**config.mk**
```make
export PLATFORM = sky130hd
export DESIGN_NAME = mhjt_ram
export DESIGN_NICKNAME = d
export VERILOG_FILES = /design/src/design/mhjt_ram.sv
export SDC_FILE = /design/constraint.sdc
export NUM_CORES = 1
export LEC_CHECK = 0
export ABC_AREA = 0
export BUFFER_PORTS_ARGS = -buffer_cell sky130_fd_sc_hd__buf_2
export CELL_PAD_IN_SITES_DETAIL_PLACEMENT = 1
export CELL_PAD_IN_SITES_GLOBAL_PLACEMENT = 1
export CORE_MARGIN = 8
export CORE_UTILIZATION = 57
export CTS_CLUSTER_SIZE = 25
export DETAILED_ROUTE_END_ITERATION = 8
export PLACE_DENSITY_LB_ADDON = 0.1
export SKIP_LAST_GASP = 1
export SLEW_MARGIN = 20
export SYNTH_ARGS = -nofsm -noshare
export SYNTH_HDL_FRONTEND = slang
export SYNTH_SLANG_ARGS = --single-unit
```
**constraint.sdc**
```tcl
create_clock -name clk -period 3.4 [get_ports clk]
set_input_delay 0.34 -clock clk [delete_from_list [all_inputs] [get_ports clk]]
set_output_delay 0.34 -clock clk [all_outputs]
set_load 0.02 [all_outputs]
```
**src/design/mhjt_ram.sv**
```systemverilog
// ----------------------------------------------------------------------------
// mhjt_ram
// Generic simple dual port RAM, one write port, one registered read port.
// ----------------------------------------------------------------------------
module mhjt_ram #(
  parameter int WIDTH = 8,
  parameter int DEPTH = 16
) (
  input  logic                     clk,
  input  logic                     we,
  input  logic [$clog2(DEPTH)-1:0] waddr,
  input  logic [WIDTH-1:0]         wdata,
  input  logic [$clog2(DEPTH)-1:0] raddr,
  output logic [WIDTH-1:0]         rdata
);

  logic [WIDTH-1:0] mem [DEPTH];

  always_ff @(posedge clk) begin
    if (we) begin
      mem[waddr] <= wdata;
    end
    rdata <= mem[raddr];
  end

endmodule

```
==> flow_summary.json <==
{
  "status": "complete, no violations",
  "yosys.area.top_type": "edfxtp_1",
  "min_period_ns": 1.75,
  "ctsHoldBuffers": 0,
  "required_ns": 3.79,
  "wire_per_inst_um": 29.9,
  "h-tree-depth": 4,
  "post-cts-setup-buffer-count": 0,
  "critical_path_buf_inv_count": 2,
  "cts_buffer_depth": 2,
  "ant_nets": 0,
  "synthTopCellsByCount": "edfxtp_1 (128), mux4_2 (18), a22oi_1 (16), mux4_1 (14), nor2_1 (13)",
  "synth_flop_cell": "edfxtp_1",
  "ioPinCount": 26,
  "grt_use_total": 0.199,
  "synth.area.top_cells": "edfxtp_1 (75%), mux4_2 (7.9%), mux4_1 (7.1%)",
  "skew_ns": 0.00625,
  "synth_top_area_frac": 0.747,
  "yosys_warnings": 0,
  "critPathKind": "primary input to flip-flop",
  "crit_family": "buffers and inverters",
  "layout-drive-gt1-share": 0.284,
  "die-area_um2": 12300,
  "drtIter0Drc": 152,
  "rrSetupSlack_ns": 1.92,
  "diodes": 0,
  "clk_pin_slew_ns": 0.06,
  "fmax_mhz": 573,
  "hpwlAfterDp_mm": 6.47,
  "syn_area_um2": 5150,
  "maxSlewHeadroom": 0.394,
  "setup.worst_path.start_class": "primary input",
  "slowest_stage": "mux4_1",
  "grt_pass1_vias": 2694,
  "grt_pass1_wl_mm": 17.8,
  "die_h_um": 111,
  "grt_max_degree": 33,
  "cts-root-buf": "clkbuf_8",
  "cp.arrival_ns": 2.14,
  "ir_worst_vdd_mv": 0.401,
  "syn_inst": 229,
  "fin_crit_sh": 0.514,
  "syn_to_final_growth_pct": 15.8,
  "p_per_area_nw_per_um2": 656,
  "port_buffers": 25,
  "hold_viol_final": 0,
  "die_width_um": 111,
  "worst_path_largest_cell_delay_ns": 0.63,
  "grt_overflow_total": 0,
  "cts_resized": 0,
  "drv_cap": 0,
  "cts_buffers": 17,
  "vias_per_cell": 6.34,
  "wirelength_mm": 11.6,
  "fin_hold_ws_ns": 0.207,
  "synth_seq_cells": 136,
  "rsz0062_at_grt": "false",
  "ys_seq_area_frac": 0.778,
  "rows": 34,
  "core_area_um2": 8720,
  "yosysMostFrequentCell": "edfxtp_1",
  "synth_nets": 247,
  "leakage_uw": 0.00202,
  "slew_violations": 0,
  "postLayoutCoreUtil": 0.683,
  "setup_viol": 0,
  "setup_tns_ns": 0,
  "synth.avg_cell_area_um2": 22.5,
  "path_cells": "buf_2 -> buf_4 -> mux4_1 -> a22oi_1 -> nand2_1",
  "cts_tree": "built",
  "vias": 2471,
  "start_util": 0.590,
  "place_congestion": 0.726,
  "nets": 287,
  "async_flop_share": 0,
  "hp-class": "primary input to flip-flop",
  "insertion_delay_ns": 0.52,
  "worst_pin_slew_ns": 0.906,
  "cp-end-kind": "flip-flop",
  "clock_sinks": 136,
  "synth.distinct_cells": 19,
  "worstPathMaxFanout": 17,
  "firstDrtPassIters": 4,
  "synth_edf_count": 128,
  "drc": 0,
  "antenna_found_initial": 0
}
[worst paths after layout]
kind              startpoint   endpoint  cells after the start
setup / recovery    raddr[0]   rdata[1]                      5
hold / removal      wdata[1]  mem[0][1]                      1
setup reg to reg   mem[2][5]   rdata[5]                      3
hold reg to reg   mem[12][5]   rdata[5]                      3
[worst register-to-register path, delay by kind of cell (launching register included)]
kind               cells  cell delay (ns)
DFF                    1             0.39
AOI/OAI and AO/OA      1             0.34
and+or+nand+nor        1             0.09
muxes                  1             0.55
[cell usage in the layout, fill, tap and decap left out, types with 2 or more instances in the layout]
| cell | Yosys | routed |
|---|---|---|
| nand3b_1 | 2 | 2 |
| mux4_1 | 14 | 14 |
| mux4_2 | 18 | 18 |
| dfxtp_1 | 8 | 8 |
| clkinv_4 | 0 | 2 |
| nor3_1 | 4 | 4 |
| clkbuf_16 | 0 | 16 |
| clkbuf_8 | 0 | 3 |
| a22oi_1 | 16 | 16 |
| edfxtp_1 | 128 | 128 |
| buf_4 | 1 | 6 |
| buf_2 | 3 | 25 |
| nand2_1 | 9 | 9 |
| bufinv_16 | 0 | 3 |
| nor2_1 | 13 | 13 |
| clkinv_1 | 0 | 2 |
| clkinv_2 | 0 | 4 |
| nand2b_1 | 2 | 2 |
[power by group]
| part | switching (µW) | internal (µW) | total, µW | leakage, µW |
|---|---|---|---|---|
| registers | 14.2 | 1880 | 1890 | 0.00122 |
| logic | 115 | 69.4 | 185 | 0.000501 |
| clock network | 688 | 1150 | 1840 | 0.000293 |
| total | 818 | 3090 | 3910 | 0.00202 |
[metal layers]
metal  GRT usage  wire, µm
met1       0.260      4940
met2       0.316      5870
met3      0.0568       743
met4      0.0622        93
met5           0         0
[state kept, by name, indices dropped and copies added (netlist names)]
register and cells:
mem 128, rdata 8
[stage by stage]
| stage | cell area (µm²) | setup WS, ns | power [µW] | cells |
|---|---|---|---|---|
| floorplan | 5150 | 1.57 | 2030 | 229 |
| global placement | 5370 | 1.19 | 2090 | 358 |
| detailed placement | 5370 | 1.15 | 2100 | 358 |
| CTS | 5960 | 1.64 | 3930 | 390 |
| global route | 5960 | 1.55 | 4000 | 390 |
| finish | 5960 | 1.65 | 3910 | 390 |
[cells by family after synthesis]
family          synth area share
buf+inv                   0.0168
mux                        0.150
compound gates            0.0233
simple gates              0.0318
flops                      0.778
[layout make-up]
class,count,area (µm²)
flip-flops and latches,136,4000
fillers,675,2760
multi-input cells,83,1060
clock buffers,19,442
repair buffers,31,170
clock inverters,13,151
well taps,108,135
(Power assumes the default switching activity.)
