$ cat config.mk
export PLATFORM = sky130hd
export DESIGN_NAME = mhjt_ctrl
export DESIGN_NICKNAME = d
export VERILOG_FILES = /design/src/design/mhjt_pkg.sv /design/src/design/mhjt_ctrl.sv
export SDC_FILE = /design/constraint.sdc
export NUM_CORES = 1
export LEC_CHECK = 0
export BUFFER_PORTS_ARGS = -buffer_cell sky130_fd_sc_hd__buf_2
export CORE_MARGIN = 5
export CORE_UTILIZATION = 57
export DETAILED_ROUTE_END_ITERATION = 8
export GPL_TIMING_DRIVEN = 0
export HOLD_SLACK_MARGIN = 0.08
export PLACE_DENSITY_LB_ADDON = 0.05
export SYNTH_ARGS = -nofsm -noshare
export SYNTH_HDL_FRONTEND = slang
export SYNTH_SLANG_ARGS = --single-unit
$ cat constraint.sdc
create_clock -name clk -period 4.15 [get_ports clk]
set_input_delay 0.415 -clock clk [delete_from_list [all_inputs] [get_ports clk]]
set_output_delay 0.415 -clock clk [all_outputs]
set_load 0.01 [all_outputs]
$ cat src/design/mhjt_pkg.sv
// ----------------------------------------------------------------------------
// mhjt_pkg
// Shared constants, codes and types of the minimum hop jump table block.
// ----------------------------------------------------------------------------
package mhjt_pkg;

  localparam int MAX_POINTS = 1024;
  localparam int LEVELS     = 10;

  localparam int IDX_W      = $clog2(MAX_POINTS);
  localparam int CNT_W      = $clog2(MAX_POINTS + 1);
  localparam int LVL_W      = (LEVELS > 1) ? $clog2(LEVELS) : 1;
  localparam int POS_W      = 32;
  localparam int LIM_W      = POS_W + 1;
  localparam int FIELD_IDX_W = 10;
  localparam int FUNC_W     = 2;
  localparam int HOPS_W     = 11;
  localparam int STAT_W     = 2;

  localparam int JT_DEPTH   = MAX_POINTS * LEVELS;
  localparam int JT_AW      = $clog2(JT_DEPTH);

  localparam int IN_TDATA_W  = ((POS_W + 2 * FIELD_IDX_W + 7) / 8) * 8;
  localparam int OUT_TDATA_W = ((HOPS_W + 7) / 8) * 8;

  // hop count reported when the target is out of reach
  localparam logic [HOPS_W-1:0] HOPS_SAT = HOPS_W'(64'd1 << LEVELS);

  typedef enum logic [FUNC_W-1:0] {
    FN_LOAD  = 2'd0,
    FN_BUILD = 2'd1,
    FN_QUERY = 2'd2
  } func_t;

  typedef enum logic [STAT_W-1:0] {
    ST_OK      = 2'd0,
    ST_RANGE   = 2'd1,
    ST_UNBUILT = 2'd2,
    ST_SAT     = 2'd3
  } status_t;

  typedef struct packed {
    logic             we;
    logic [IDX_W-1:0] waddr;
    logic [POS_W-1:0] wdata;
    logic [IDX_W-1:0] raddr;
  } pos_req_t;

  typedef struct packed {
    logic             we;
    logic [JT_AW-1:0] waddr;
    logic [IDX_W-1:0] wdata;
    logic [JT_AW-1:0] raddr;
  } jt_req_t;

  typedef struct packed {
    logic             built;
    logic [CNT_W-1:0] count;
  } stat_t;

  // table entry of level k for point i, levels stacked as blocks of points
  function automatic logic [JT_AW-1:0] jt_addr(input logic [LVL_W-1:0] k,
                                               input logic [IDX_W-1:0] i);
    return JT_AW'(int'(k) * MAX_POINTS + int'(i));
  endfunction

endpackage

$ cat src/design/mhjt_ctrl.sv
// ----------------------------------------------------------------------------
// mhjt_ctrl
// Sequencer for load, table build and query, plus the result register.
// ----------------------------------------------------------------------------
module mhjt_ctrl (
  input  logic                         clk,
  input  logic                         rst,
  input  logic                         cfg_we,
  input  logic [mhjt_pkg::POS_W-1:0]   cfg_wdata,
  input  logic                         in_valid,
  output logic                         in_ready,
  input  logic [mhjt_pkg::FUNC_W-1:0]  in_func,
  input  logic [mhjt_pkg::POS_W-1:0]   in_position,
  input  logic [mhjt_pkg::FIELD_IDX_W-1:0] in_first,
  input  logic [mhjt_pkg::FIELD_IDX_W-1:0] in_second,
  output logic                         out_valid,
  input  logic                         out_ready,
  output logic [mhjt_pkg::HOPS_W-1:0]  out_hops,
  output logic [mhjt_pkg::STAT_W-1:0]  out_status,
  output mhjt_pkg::pos_req_t           pos_req,
  input  logic [mhjt_pkg::POS_W-1:0]   pos_rdata,
  output mhjt_pkg::jt_req_t            jt_req,
  input  logic [mhjt_pkg::IDX_W-1:0]   jt_rdata,
  output mhjt_pkg::stat_t              stat
);

  import mhjt_pkg::*;

  typedef enum logic [10:0] {
    S_IDLE   = 11'b000_0000_0001,
    S_B0_RDI = 11'b000_0000_0010,
    S_B0_LIM = 11'b000_0000_0100,
    S_B0_CMP = 11'b000_0000_1000,
    S_BK_RDA = 11'b000_0001_0000,
    S_BK_RDB = 11'b000_0010_0000,
    S_BK_WR  = 11'b000_0100_0000,
    S_Q_RD   = 11'b000_1000_0000,
    S_Q_STEP = 11'b001_0000_0000,
    S_Q_FIN  = 11'b010_0000_0000,
    S_EMIT   = 11'b100_0000_0000
  } state_t;

  state_t              state, state_next;
  logic [CNT_W-1:0]    count, count_next;
  logic                built, built_next;
  logic [POS_W-1:0]    max_hop;
  logic [IDX_W-1:0]    ii, ii_next;
  logic [IDX_W-1:0]    jj, jj_next;
  logic [LVL_W-1:0]    kk, kk_next;
  logic [LIM_W-1:0]    limit, limit_next;
  logic [IDX_W-1:0]    ww, ww_next;
  logic [IDX_W-1:0]    hi, hi_next;
  logic [LEVELS-1:0]   acc, acc_next;
  logic [HOPS_W-1:0]   res_hops, res_hops_next;
  status_t             res_status, res_status_next;

  logic                fin_entry;
  logic [IDX_W-1:0]    j_final;
  logic [CNT_W-1:0]    ii_inc;
  logic                take;
  logic [IDX_W-1:0]    w_step;
  logic                emit_go;

  assign in_ready    = (state == S_IDLE);
  assign ii_inc      = CNT_W'(ii) + CNT_W'(1);
  assign take        = (jt_rdata < hi);
  assign w_step      = take ? jt_rdata : ww;
  assign emit_go     = (state == S_EMIT) && (!out_valid || out_ready);
  assign stat.built  = built;
  assign stat.count  = count;

  always_comb begin
    state_next      = state;
    count_next      = count;
    built_next      = built;
    ii_next         = ii;
    jj_next         = jj;
    kk_next         = kk;
    limit_next      = limit;
    ww_next         = ww;
    hi_next         = hi;
    acc_next        = acc;
    res_hops_next   = res_hops;
    res_status_next = res_status;
    pos_req         = '0;
    jt_req          = '0;
    fin_entry       = 1'b0;
    j_final         = jj;

    case (state)
      S_IDLE: begin
        if (in_valid) begin
          res_hops_next   = '0;
          res_status_next = ST_OK;
          state_next      = S_EMIT;
          case (in_func)
            FN_LOAD: begin
              if (count == CNT_W'(MAX_POINTS)) begin
                res_status_next = ST_RANGE;
              end else begin
                pos_req.we    = 1'b1;
                pos_req.waddr = count[IDX_W-1:0];
                pos_req.wdata = in_position;
                count_next    = count + CNT_W'(1);
                built_next    = 1'b0;
              end
            end
            FN_BUILD: begin
              if (count == '0) begin
                built_next = 1'b1;
              end else begin
                ii_next    = '0;
                state_next = S_B0_RDI;
              end
            end
            FN_QUERY: begin
              if (!built) begin
                res_status_next = ST_UNBUILT;
              end else if (CNT_W'(in_first) >= count || CNT_W'(in_second) >= count) begin
                res_status_next = ST_RANGE;
              end else begin
                if (in_first > in_second) begin
                  ww_next = IDX_W'(in_second);
                  hi_next = IDX_W'(in_first);
                end else begin
                  ww_next = IDX_W'(in_first);
                  hi_next = IDX_W'(in_second);
                end
                kk_next    = LVL_W'(LEVELS - 1);
                acc_next   = '0;
                state_next = S_Q_RD;
              end
            end
            default: begin
              res_status_next = ST_RANGE;
            end
          endcase
        end
      end

      S_B0_RDI: begin
        pos_req.raddr = ii;
        state_next    = S_B0_LIM;
      end

      S_B0_LIM: begin
        limit_next = {1'b0, pos_rdata} + {1'b0, max_hop};
        jj_next    = ii;
        if (ii_inc < count) begin
          pos_req.raddr = ii + IDX_W'(1);
          state_next    = S_B0_CMP;
        end else begin
          fin_entry = 1'b1;
          j_final   = ii;
        end
      end

      // forward walk, one position per cycle
      S_B0_CMP: begin
        if ({1'b0, pos_rdata} <= limit) begin
          jj_next = jj + IDX_W'(1);
          if (CNT_W'(jj) + CNT_W'(2) < count) begin
            pos_req.raddr = jj + IDX_W'(2);
          end else begin
            fin_entry = 1'b1;
            j_final   = jj + IDX_W'(1);
          end
        end else begin
          fin_entry = 1'b1;
          j_final   = jj;
        end
      end

      S_BK_RDA: begin
        jt_req.raddr = jt_addr(kk - LVL_W'(1), ii);
        state_next   = S_BK_RDB;
      end

      S_BK_RDB: begin
        jt_req.raddr = jt_addr(kk - LVL_W'(1), jt_rdata);
        state_next   = S_BK_WR;
      end

      S_BK_WR: begin
        jt_req.we    = 1'b1;
        jt_req.waddr = jt_addr(kk, ii);
        jt_req.wdata = jt_rdata;
        state_next   = S_BK_RDA;
        if (ii_inc == count) begin
          if (kk == LVL_W'(LEVELS - 1)) begin
            built_next = 1'b1;
            state_next = S_EMIT;
          end else begin
            kk_next = kk + LVL_W'(1);
            ii_next = '0;
          end
        end else begin
          ii_next = ii + IDX_W'(1);
        end
      end

      S_Q_RD: begin
        jt_req.raddr = jt_addr(kk, ww);
        state_next   = S_Q_STEP;
      end

      // greedy descent, one level per cycle
      S_Q_STEP: begin
        ww_next = w_step;
        if (take) begin
          acc_next = acc | (LEVELS'(1) << kk);
        end
        if (kk == '0) begin
          jt_req.raddr = jt_addr('0, w_step);
          state_next   = S_Q_FIN;
        end else begin
          kk_next      = kk - LVL_W'(1);
          jt_req.raddr = jt_addr(kk - LVL_W'(1), w_step);
        end
      end

      S_Q_FIN: begin
        if (take) begin
          res_hops_next   = HOPS_SAT;
          res_status_next = ST_SAT;
        end else begin
          res_hops_next   = HOPS_W'(acc) + HOPS_W'(1);
        end
        state_next = S_EMIT;
      end

      S_EMIT: begin
        if (emit_go) begin
          state_next = S_IDLE;
        end
      end

      default: begin
        state_next = S_IDLE;
      end
    endcase

    // level 0 entry done: store it and move on
    if (fin_entry) begin
      jt_req.we    = 1'b1;
      jt_req.waddr = jt_addr('0, ii);
      jt_req.wdata = j_final;
      if (ii_inc == count) begin
        ii_next = '0;
        if (LEVELS > 1) begin
          kk_next    = LVL_W'(1);
          state_next = S_BK_RDA;
        end else begin
          built_next = 1'b1;
          state_next = S_EMIT;
        end
      end else begin
        ii_next    = ii + IDX_W'(1);
        state_next = S_B0_RDI;
      end
    end
  end

  always_ff @(posedge clk) begin
    if (rst) begin
      state     <= S_IDLE;
      count     <= '0;
      built     <= 1'b0;
      max_hop   <= '0;
      out_valid <= 1'b0;
    end else begin
      state <= state_next;
      count <= count_next;
      built <= built_next;
      if (cfg_we) begin
        max_hop <= cfg_wdata;
      end
      if (emit_go) begin
        out_valid <= 1'b1;
      end else if (out_ready) begin
        out_valid <= 1'b0;
      end
    end
  end

  always_ff @(posedge clk) begin
    ii         <= ii_next;
    jj         <= jj_next;
    kk         <= kk_next;
    limit      <= limit_next;
    ww         <= ww_next;
    hi         <= hi_next;
    acc        <= acc_next;
    res_hops   <= res_hops_next;
    res_status <= res_status_next;
    if (emit_go) begin
      out_hops   <= res_hops;
      out_status <= res_status;
    end
  end

endmodule

==> run summary, run 1 <==
Share of the synthesized area in the top cell type: 0.260
Clock slew at reported path FFs: 0.08 ns
CTS Buf Count: 17
Flops & latches, synth: 169
Vias in the first global route: 11,100
MaxCap Viol Count: 0
Worst Max-Slew Pin Slew: 1.21 ns
Antenna Violating Nets Remaining: 0
Vias: 11,600
GRT overflow: 0
CP max-delay cell: edfxtp_1
Synth area leaders: edfxtp_1, ha_1, dfxtp_1
First-pass GRT wire length: 56,500 um
Initial DRC count: 937
Clock root cell: clkbuf_16
Gr usage total: 0.285
Maximum clock rate: 227 MHz
Net Sw Frac: 0.285
Critical Path End Type: output pin
DRT Wirelength: 36,900 um
Pleak: 7.21 nW
I/O pin total: 252
Worst-path maximum fanout: 4
Post-Syn Instances: 1,364
Status: complete, but fails checks
Seq pwr share: 0.454
Count of pins over their slew limit: 0
DRC: 0
Die Width: 159 um
Critical Path AT: 4.00 ns
Netlist cell types: 88
Relative slew slack: 0.182
Worst path max stage delay: 0.49 ns
Ratio of cells with drive above 1 in the final layout: 0.254
Number of enable flip-flop cells after synthesis: 109
Pwr Density: 265 nW/um^2
Detailed Place HPWL: 28,400 um
Maximum vdd drop: 0.214 mV
Pint: 0.00293 W
Register area share after synthesis: 0.356
# H-tree levels: 4
Sw Pwr: 0.00117 W
DR WL/cell: 18.8 um
Clk_lat worst skew: 0.44 ns
Tcrit/Tclk final: 1.06
CP Class: reg2out
Most common cell after layout, fill and taps aside: buf_2
Top Metal Used: met4
Final Hold Vio Count: 0
Worst hold path class: in2reg
Max clock buf depth: 2
Routed met1 length: 15,600 um
Syn_nets: 1,642
Row Count: 54
Final Skew: 0.0145 ns
Most used cell along the critical path: and3_4
Layout Nets: 1,942
Syn Area/Cell: 9.22 um^2
Mapped Area: 12,600 um^2
DR pass1 iterations: 6
Pre-CTS WS: -0.425 ns
Die H: 159 um
Failing checks: negative setup slack
Num Clock Sinks: 169
CP Cell Sequence: ha_2, and3_4, and3_4, and3_4, and3_4, ha_4, nand4_1, a221o_2, buf_6, a21oi_4, or2_4, o21ai_2, a222oi_1, o21ai_1, buf_2
RSZ-0062 raised after global routing: true
Die ar.: 25,100 um^2
# setup viols final: 24
Yosys top cell by area: edfxtp_1
Synth async-reset ratio: 0
CP startpoint kind: flip-flop
Met3 WL: 2880 um
CP Buf/Inv Count: 2
Initial core utilization: 0.578
Inserted Diodes: 0
Placeable Area: 21,800 um^2
CP required: 3.73 ns
Comb pwr share: 0.153
Largest net degree at the start of global routing: 35
Critical path's top delay family: compound AO/OA/AOI/OAI gates
Post-route cell area: 15,500 um^2
Number of antenna violations at the first check in global routing: 2
P&R area growth vs syn: 23.0%
Port bufs: 250
Clock power share: 0.393
Fin crit period: 4.41 ns
Synthesis Warnings: 0
Ys flop type: edfxtp_1
CTS tree: built
Via density: 5.91
DR WL met2: 17,500 um
Commonest non-fill, non-tap cells in the layout: buf_2, ha_1, nor2_1
Setup ws final: -0.262 ns
Post-DP Area: 14,200 um^2
Gpl congestion: 0.935
-- synthesized netlist by cell type, types with 3 or more instances --
| cell | n |
|---|---|
| nor2b_1 | 21 |
| buf_1 | 5 |
| buf_4 | 3 |
| nand4_1 | 25 |
| ha_1 | 144 |
| buf_2 | 7 |
| nor3_2 | 3 |
| a211oi_1 | 10 |
| a221oi_1 | 6 |
| mux2_1 | 3 |
| o21ai_1 | 16 |
| o21ai_0 | 58 |
| a222oi_1 | 7 |
| a221o_1 | 7 |
| a21oi_1 | 60 |
| nand4_2 | 3 |
| and3_1 | 22 |
| mux2_2 | 16 |
| a22oi_1 | 16 |
| nor3_1 | 27 |
| and4_1 | 3 |
| inv_1 | 95 |
| nand2b_1 | 13 |
| nand2_1 | 92 |
| a21o_1 | 37 |
| edfxtp_1 | 109 |
| o31a_1 | 3 |
| dfxtp_1 | 60 |
| a31oi_1 | 7 |
| mux2i_1 | 45 |
| xnor2_1 | 37 |
| clkbuf_1 | 37 |
| nor2_1 | 138 |
| o21a_1 | 25 |
| o22ai_1 | 4 |
| or3_1 | 3 |
| nand3_1 | 37 |
| nor4_1 | 3 |
| and2_1 | 53 |
| o211ai_1 | 6 |
| o31ai_1 | 4 |
| or3b_1 | 4 |
| xor2_1 | 25 |
| o311a_1 | 3 |
-- metal layers --
layer | global-route usage | vias up
li1 | - | 5566
met1 | 0.376 | 5430
met2 | 0.470 | 499
met3 | 0.0625 | 71
met4 | 0.0849 | 0
met5 | 0 | -
-- worst register-to-register path: cells and delay by family, from the launching register on --
family                     cells  cell delay [ns]
AOI/OAI and AO/OA              6             1.29
buffers and inverters          3             0.66
and+or+nand+nor                3             0.61
adders and majority gates      2             0.50
DFF                            1             0.46
xor gates and xnor gates       1             0.17
-- timing repair --
action	4_1_cts	5_1_grt
hold buffers	0	0
endpoints found under the setup margin	51	51
buffers inserted	32	4
resized for setup	57	34
pin swaps	29	25
gates cloned	2	0
-- cell type report --
cell class              instances  area, um^2
plain buffers                  44         215
clock buffers                  17         425
clock inverters                15         176
fillers                      1726        6280
inverters                      98         373
multi-input cells            1045        7810
flip-flops and latches        169        4470
well taps                     280         350
repair buffers                289        1650
-- state kept, by name, summed over array words and instances, names as in the netlist --
name and count:
count 11, hi 10, res_hops 11, state 11
out_valid 1, built 1, jj 10, kk 4
ii 10, acc 10, out_status 2, max_hop 32
limit 33, out_hops 11, ww 10, res_status 2
-- power groups by stage --
stage,sequential [W],clock (W),combinational [W]
after detailed placement,0.00190,0,0.000613
after CTS,0.00186,0.00162,0.000620
final,0.00186,0.00161,0.000626
after global routing,0.00186,0.00169,0.000694
after global placement,0.00190,0,0.000597
after floorplan,0.00189,0,0.000410
-- path summary, 6_finish.rpt --
path | startpoint | end | slack (ns) | depth (start not counted)
hold / removal | cfg_wdata[9] | max_hop[9] | 0.20 | 3
hold reg to reg | res_hops[1] | out_hops[1] | 0.42 | 0
setup / recovery | ii[1] | jt_req[15] | -0.26 | 15
setup reg to reg | ii[1] | ii[6] | 0.20 | 15
-- logic make-up (layout without fill, tap and decap cells) --
| family | Yosys count | in the layout | share of synthesized area |
|---|---|---|---|
| XOR/XNOR | 62 | 62 | 0.0432 |
| buffers and inverters | 150 | 463 | 0.0463 |
| AO/OA/AOI/OAI | 303 | 303 | 0.164 |
| adder cells (fa/ha/maj) | 145 | 145 | 0.145 |
| AND/OR/NAND/NOR | 471 | 471 | 0.194 |
| flip-flops | 169 | 169 | 0.356 |
| multiplexers | 64 | 64 | 0.0528 |
-- through the flow --
step                total power, W  TNS (ns)   util  hold slack (ns)  instances
floorplan                  0.00230         0      -            0.400       1364
global placement           0.00249    -15.96  0.652            0.401       1894
detailed placement         0.00251    -13.42  0.652            0.405       1895
CTS                        0.00410     -1.11  0.702            0.202       1954
global route               0.00424     -6.37  0.711            0.207       1957
finish                     0.00410     -3.66  0.711            0.203       1957
No activity file was read; power rests on OpenSTA's default activity.
==> run 2, diff against run 1 <==
--- a/config.mk
+++ b/config.mk
@@ -8,6 +8,7 @@
 export BUFFER_PORTS_ARGS = -buffer_cell sky130_fd_sc_hd__buf_2
 export CORE_MARGIN = 5
 export CORE_UTILIZATION = 57
+export CTS_BUF_LIST = sky130_fd_sc_hd__clkbuf_4
 export DETAILED_ROUTE_END_ITERATION = 8
 export GPL_TIMING_DRIVEN = 0
 export HOLD_SLACK_MARGIN = 0.08
==> run 2 against run 1 <==
  * The run still ends with negative setup slack left
  * Setup slack got worse by 0.17 ns
  * Hold slack got worse by 0.064 ns
  * Non-clock buffer count increased by 39
  * Utilization grew 0.85 points
  * Count of clock-buffer cells in the layout did not move
  * Largest cell class unchanged
==> run summary, run 2 (synthesis gave the netlist of run 1 again) <==
Commonest non-fill, non-tap cells in the layout: buf_2, ha_1, nor2_1
Fillers: 1,718 (-0.46%)
DR WL/cell: 18.8 um (-0.43%)
CP required: 3.73 ns (about the same)
First-pass GRT wire length: 57,000 um (+0.95%)
Critical path's top delay family: compound AO/OA/AOI/OAI gates
Tcrit/Tclk final: 1.10 (+0.0408)
Fin util: 0.720 (+0.00851)
CTS Buf Count: 17 (unchanged)
CP max-delay cell: edfxtp_1
Worst path max stage delay: 0.52 ns (+0.03 ns)
WHS: 0.139 ns (-0.0644 ns)
Num Clock Sinks: 169 (unchanged)
Pwr Density: 224 nW/um^2 (-15%)
# H-tree levels: 4 (unchanged)
R2R Path End: ii[6]
DR pass1 iterations: 8 (+2)
Count of pins over their slew limit: 0 (unchanged)
Port bufs: 250 (unchanged)
Via density: 5.91 (about the same)
R2r setup slk: 0.09 ns (-0.11 ns)
Antenna Violating Nets Remaining: 0 (unchanged)
Clock root cell: clkbuf_4
Maximum vdd drop: 0.140 mV (-35%)
DRT Wirelength: 37,500 um (+1.6%)
Critical Path AT: 4.17 ns (+0.17 ns)
Initial DRC count: 946 (+0.96%)
Maximum clock rate: 218 MHz (-3.7%)
Most used cell along the critical path: and3_4
Setup ws final: -0.432 ns (-0.169 ns)
Max clock buf depth: 2 (unchanged)
CP Buf/Inv Count: 1 (-1)
Die Width: 159 um (unchanged)
Reg-to-Reg Start: ii[1]
Tot Pwr: 0.00351 W (-14%)
Number of antenna violations at the first check in global routing: 2 (unchanged)
CTS tree: built
Worst hold path class: in2reg
Initial core utilization: 0.578 (unchanged)
Vias: 11,800 (+2.0%)
Detailed Place HPWL: 28,400 um (unchanged)
CP Class: reg2out
WHS Endpoint: out_valid
Clk_lat worst skew: 0.60 ns (+0.16 ns)
P&R area growth vs syn: 24.4%
Placeable Area: 21,800 um^2 (unchanged)
Final Skew: 0.0289 ns (+0.0144 ns)
Pleak: 7.26 nW (+0.80%)
DRC: 0 (unchanged)
Final Hold Vio Count: 0 (unchanged)
Top Registers: limit: 33 flops, max_hop: 32 flops
Worst-path maximum fanout: 4 (unchanged)
Most common cell after layout, fill and taps aside: buf_2
HP Start: out_ready
Die H: 159 um (unchanged)
CP startpoint kind: flip-flop
Status: complete, but fails checks
RSZ-0062 raised after global routing: true
Relative slew slack: 0.180 (-0.00170)
Largest net degree at the start of global routing: 35 (unchanged)
I/O pin total: 252 (unchanged)
Clock slew at reported path FFs: 0.16 ns (+0.08 ns)
Critical Path End Type: output pin
Fin crit period: 4.58 ns (+0.169 ns)
CP Cell Sequence: ha_2, and3_4, and3_4, and3_4, and3_4, ha_4, nand4_1, a221o_2, nand2_2, nand4_1, a2111o_1, a32oi_2, o21ai_2, buf_2
Largest Register: limit
Gpl congestion: 0.935 (unchanged)
Worst-case reg-to-reg path depth: 17 (+2)
Failing checks: negative setup slack
Die ar.: 25,100 um^2 (unchanged)
GRT overflow: 0 (unchanged)
Hold Crit Depth: 3 (unchanged)
Vias in the first global route: 11,300 (+2.3%)
Layout Nets: 1,981 (+2.0%)
Gr usage total: 0.287 (+0.00258)
MaxCap Viol Count: 0 (unchanged)
Ratio of cells with drive above 1 in the final layout: 0.256 (+0.00180)
# setup viols final: 31 (+29%)
Row Count: 54 (unchanged)
Worst Max-Slew Pin Slew: 1.22 ns (+0.00252 ns)
Max reg flops: 33 (unchanged)
## run 2: cell count changes in the layout (fill, tap and decap cells not counted), sizes merged
| cell | previous run | this run |
|---|---|---|
| buf | 304 | 311 |
| diode | 0 | 1 |
| dlygate4sd3 | 0 | 32 |
## run 2: routing by layer
metal | track usage | vias to the layer above | part of all wire
li1 | - | 5638 | -
met3 | 0.0574 | 88 | 0.088
met4 | 0.101 | 0 | 0.031
met5 | 0 | - | 0
met1 | 0.376 | 5518 | 0.41
met2 | 0.474 | 557 | 0.47
## run 2: what timing repair did
action,CTS,global route
resized for setup,69,47
buffers inserted,35,8
gates cloned,2,0
endpoints found under the setup margin,51,58
hold buffers,32,0
pin swaps,33,24
endpoints found under the hold margin,32,0
## run 2: where the power goes
part | leakage, nW | switching (W) | internal (W)
logic | 5.62 | 0.000350 | 0.000299
registers | 1.48 | 0.0000228 | 0.00184
clock network | 0.163 | 0.000713 | 0.000285
## run 2: layout make-up
| cell class | count | area [um^2] | share of cell area |
|---|---|---|---|
| multi-input cells | 1045 | 7870 | 0.503 |
| flip-flops and latches | 169 | 4470 | 0.286 |
| repair buffers | 328 | 2060 | 0.132 |
| inverters | 98 | 375 | 0.0240 |
| well taps | 280 | 350 | 0.0224 |
| plain buffers | 44 | 215 | 0.0137 |
| clock inverters | 15 | 176 | 0.0113 |
| clock buffers | 17 | 128 | 0.00815 |
| diodes | 1 | 2.50 | 0.000160 |
## run 2: worst max-delay path by stage
stage / startpoint / to / slack, ns / cells after the start
after floorplan: jj[2] / jt_req[14] / 0.33 / 15
after global placement: ii[0] / ii[3] / -0.53 / 14
after detailed placement: ii[0] / jt_req[22] / -0.42 / 14
after CTS: jj[1] / jt_req[22] / -0.31 / 18
after global routing: jj[1] / jt_req[30] / -0.46 / 16
final: ii[1] / jt_req[19] / -0.43 / 14
## run 2: per-stage QoR
step,instances,cell area [um^2],setup TNS [ns],worst slack [ns]
5_1_grt,1997,15700,-11.47,-0.463
4_1_cts,1989,15400,-6.70,-0.315
2_1_floorplan,1364,12600,0,0.328
3_3_place_gp,1894,14200,-15.96,-0.533
3_5_place_dp,1895,14200,-13.42,-0.425
6_report,1997,15700,-8.76,-0.432
## run 2: worst reg2reg max path: cells and delay by family (launching register included)
family,cells,cell delay (ns)
AND/OR/NAND/NOR,6,1.02
AO/OA/AOI/OAI,4,0.88
buffers and inverters,5,0.83
adder cells (fa/ha/maj),2,0.53
flip-flops,1,0.52
==> run 3, diff against run 2 <==
==> constraint.sdc (replaced) <==
create_clock -name clk -period 4.15 [get_ports clk]
set_input_delay 0.415 -clock clk [delete_from_list [all_inputs] [get_ports clk]]
set_output_delay 0.415 -clock clk [all_outputs]
set_load 0.05 [all_outputs]
==> run 3 against run 2 <==
  * The run still ends with negative setup slack left
  * Clock power about the same
  * Die area unchanged
  * Total power up 1.2%
==> run summary, run 3 (synthesis gave the netlist of run 1 again) <==
# H-tree levels: 4 (unchanged)
Final Skew: 0.0323 ns (+0.00343 ns)
CP max-delay cell: a2111o_1
Post-DP Area: 14,200 um^2 (about the same)
Critical path's top delay family: compound AO/OA/AOI/OAI gates
Worst hold path class: in2reg
DRC: 0 (unchanged)
Die ar.: 25,100 um^2 (unchanged)
Critical Path AT: 4.17 ns (about the same)
Maximum vdd drop: 0.164 mV (+17%)
Clock root cell: clkbuf_4
CTS tree: built
Commonest non-fill, non-tap cells in the layout: buf_2, ha_1, nor2_1
Gr usage total: 0.292 (+0.00471)
Max clock buf depth: 2 (unchanged)
DR WL/cell: 18.9 um (+0.97%)
Inserted Diodes: 0 (-1)
CP Class: reg2out
Cell Count, Final, Fillers Out: 2,005 (+0.40%)
Layout Nets: 1,990 (+0.45%)
Ratio of cells with drive above 1 in the final layout: 0.260 (+0.00446)
Pwr Density: 225 nW/um^2 (+0.38%)
Clock slew at reported path FFs: 0.17 ns (about the same)
I/O pin total: 252 (unchanged)
Initial core utilization: 0.578 (unchanged)
Critical Path End Type: output pin
Final Hold Vio Count: 0 (unchanged)
Most used cell along the critical path: nand4_1
CTS Buf Count: 17 (unchanged)
DR pass1 iterations: 8 (unchanged)
DRT Wirelength: 38,000 um (+1.4%)
Row Count: 54 (unchanged)
Port bufs: 250 (unchanged)
P&R area growth vs syn: 25.5%
Fillers: 1,705 (-0.76%)
Vias in the first global route: 11,500 (+1.7%)
Num Clock Sinks: 169 (unchanged)
RSZ-0062 raised after global routing: true
CP required: 3.73 ns (about the same)
Post-route cell area: 15,800 um^2 (+0.85%)
GRT overflow: 0 (unchanged)
Detailed Place HPWL: 28,500 um (+0.42%)
Relative slew slack: 0.183 (+0.00255)
MaxCap Viol Count: 0 (unchanged)
# setup viols final: 31 (unchanged)
Clk_lat worst skew: 0.58 ns (-0.02 ns)
Most common cell after layout, fill and taps aside: buf_2
Count of pins over their slew limit: 0 (unchanged)
Worst-path maximum fanout: 4 (unchanged)
First-pass GRT wire length: 58,100 um (+1.9%)
Failing checks: negative setup slack
CP Buf/Inv Count: 2 (+1)
Tot Pwr: 0.00355 W (+1.2%)
Pre-CTS WS: -0.499 ns (-0.0743 ns)
Placeable Area: 21,800 um^2 (unchanged)
Initial DRC count: 974 (+3.0%)
Die H: 159 um (unchanged)
Via density: 5.92 (+0.18%)
Setup ws final: -0.437 ns (-0.00528 ns)
Antenna Violating Nets Remaining: 0 (unchanged)
Tcrit/Tclk final: 1.11 (+0.00127)
Worst Max-Slew Pin Slew: 1.21 ns (-0.00379 ns)
Cells after DPL: 1,895 (unchanged)
CP Cell Sequence: buf_4, and3_1, nand3_2, nor2_2, nand3_1, xnor2_2, ha_1, nand4_1, a221o_2, nand2_4, nand4_1, a2111o_1, a32oi_2, o21ai_2, buf_6
Status: complete, but fails checks
Worst path max stage delay: 0.46 ns (-0.06 ns)
Maximum clock rate: 218 MHz (-0.12%)
Vias: 11,900 (+0.58%)
Max reg flops: 33 (unchanged)
Gpl congestion: 0.962 (+2.8%)
Fin crit period: 4.59 ns (+0.00528 ns)
WHS: 0.153 ns (+0.0134 ns)
Largest Register: limit
Largest net degree at the start of global routing: 35 (unchanged)
Top Registers: limit: 33 flops, max_hop: 32 flops
Die Width: 159 um (unchanged)
CP startpoint kind: flip-flop
Number of antenna violations at the first check in global routing: 0 (-2)
Pleak: 7.31 nW (+0.56%)
## run 3: timing repair
action,in CTS,in global routing
hold buffers,32,0
setup endpoints to repair,51,41
gates cloned,2,0
gates resized for setup,128,28
buffers inserted,36,17
pin swaps,37,40
endpoints found under the hold margin,32,0
## run 3: area by class of cell
type                    instances  area (um^2)  area share
flip-flops and latches        169         4470       0.283
clock buffers                  17          128     0.00808
multi-input cells            1046         7860       0.498
plain buffers                  44          215      0.0136
well taps                     280          350      0.0222
clock inverters                15          170      0.0108
repair buffers                336         2220       0.141
inverters                      98          375      0.0238
## run 3: path summary, 6_finish.rpt
path,startpoint,to,slack [ns],depth (start not counted)
worst max-delay path,ii[1],jt_req[19],-0.44,15
worst min-delay path,out_ready,out_valid,0.15,3
worst max register to register,jj[1],ii[4],0.19,17
worst min register to register,res_status[0],out_status[0],0.44,0
## run 3: metal layers
layer | share of wire | vias to the layer above | routed length (um) | track usage
met2 | 0.47 | 582 | 18000 | 0.489
met5 | 0 | - | 0 | 0
met1 | 0.41 | 5542 | 15400 | 0.376
li1 | - | 5669 | - | -
met4 | 0.025 | 0 | 962 | 0.0881
met3 | 0.094 | 77 | 3580 | 0.0688
## run 3: tightest hold or removal path: stages
cell,delay [ns]
buf_2,0.08
nand2b_1,0.13
a21oi_1,0.08
## run 3: where the power goes
group | internal (W) | switching [W] | leakage, nW
combinational | 0.000300 | 0.000396 | 5.67
sequential | 0.00184 | 0.0000226 | 1.48
clock | 0.000285 | 0.000709 | 0.159
## run 3: through the flow
step                      TNS [ns]   util
after global placement      -14.02  0.652
after global routing        -13.22  0.726
after floorplan                  0      -
final                        -9.29  0.726
after detailed placement    -14.96  0.652
after CTS                    -5.50  0.715
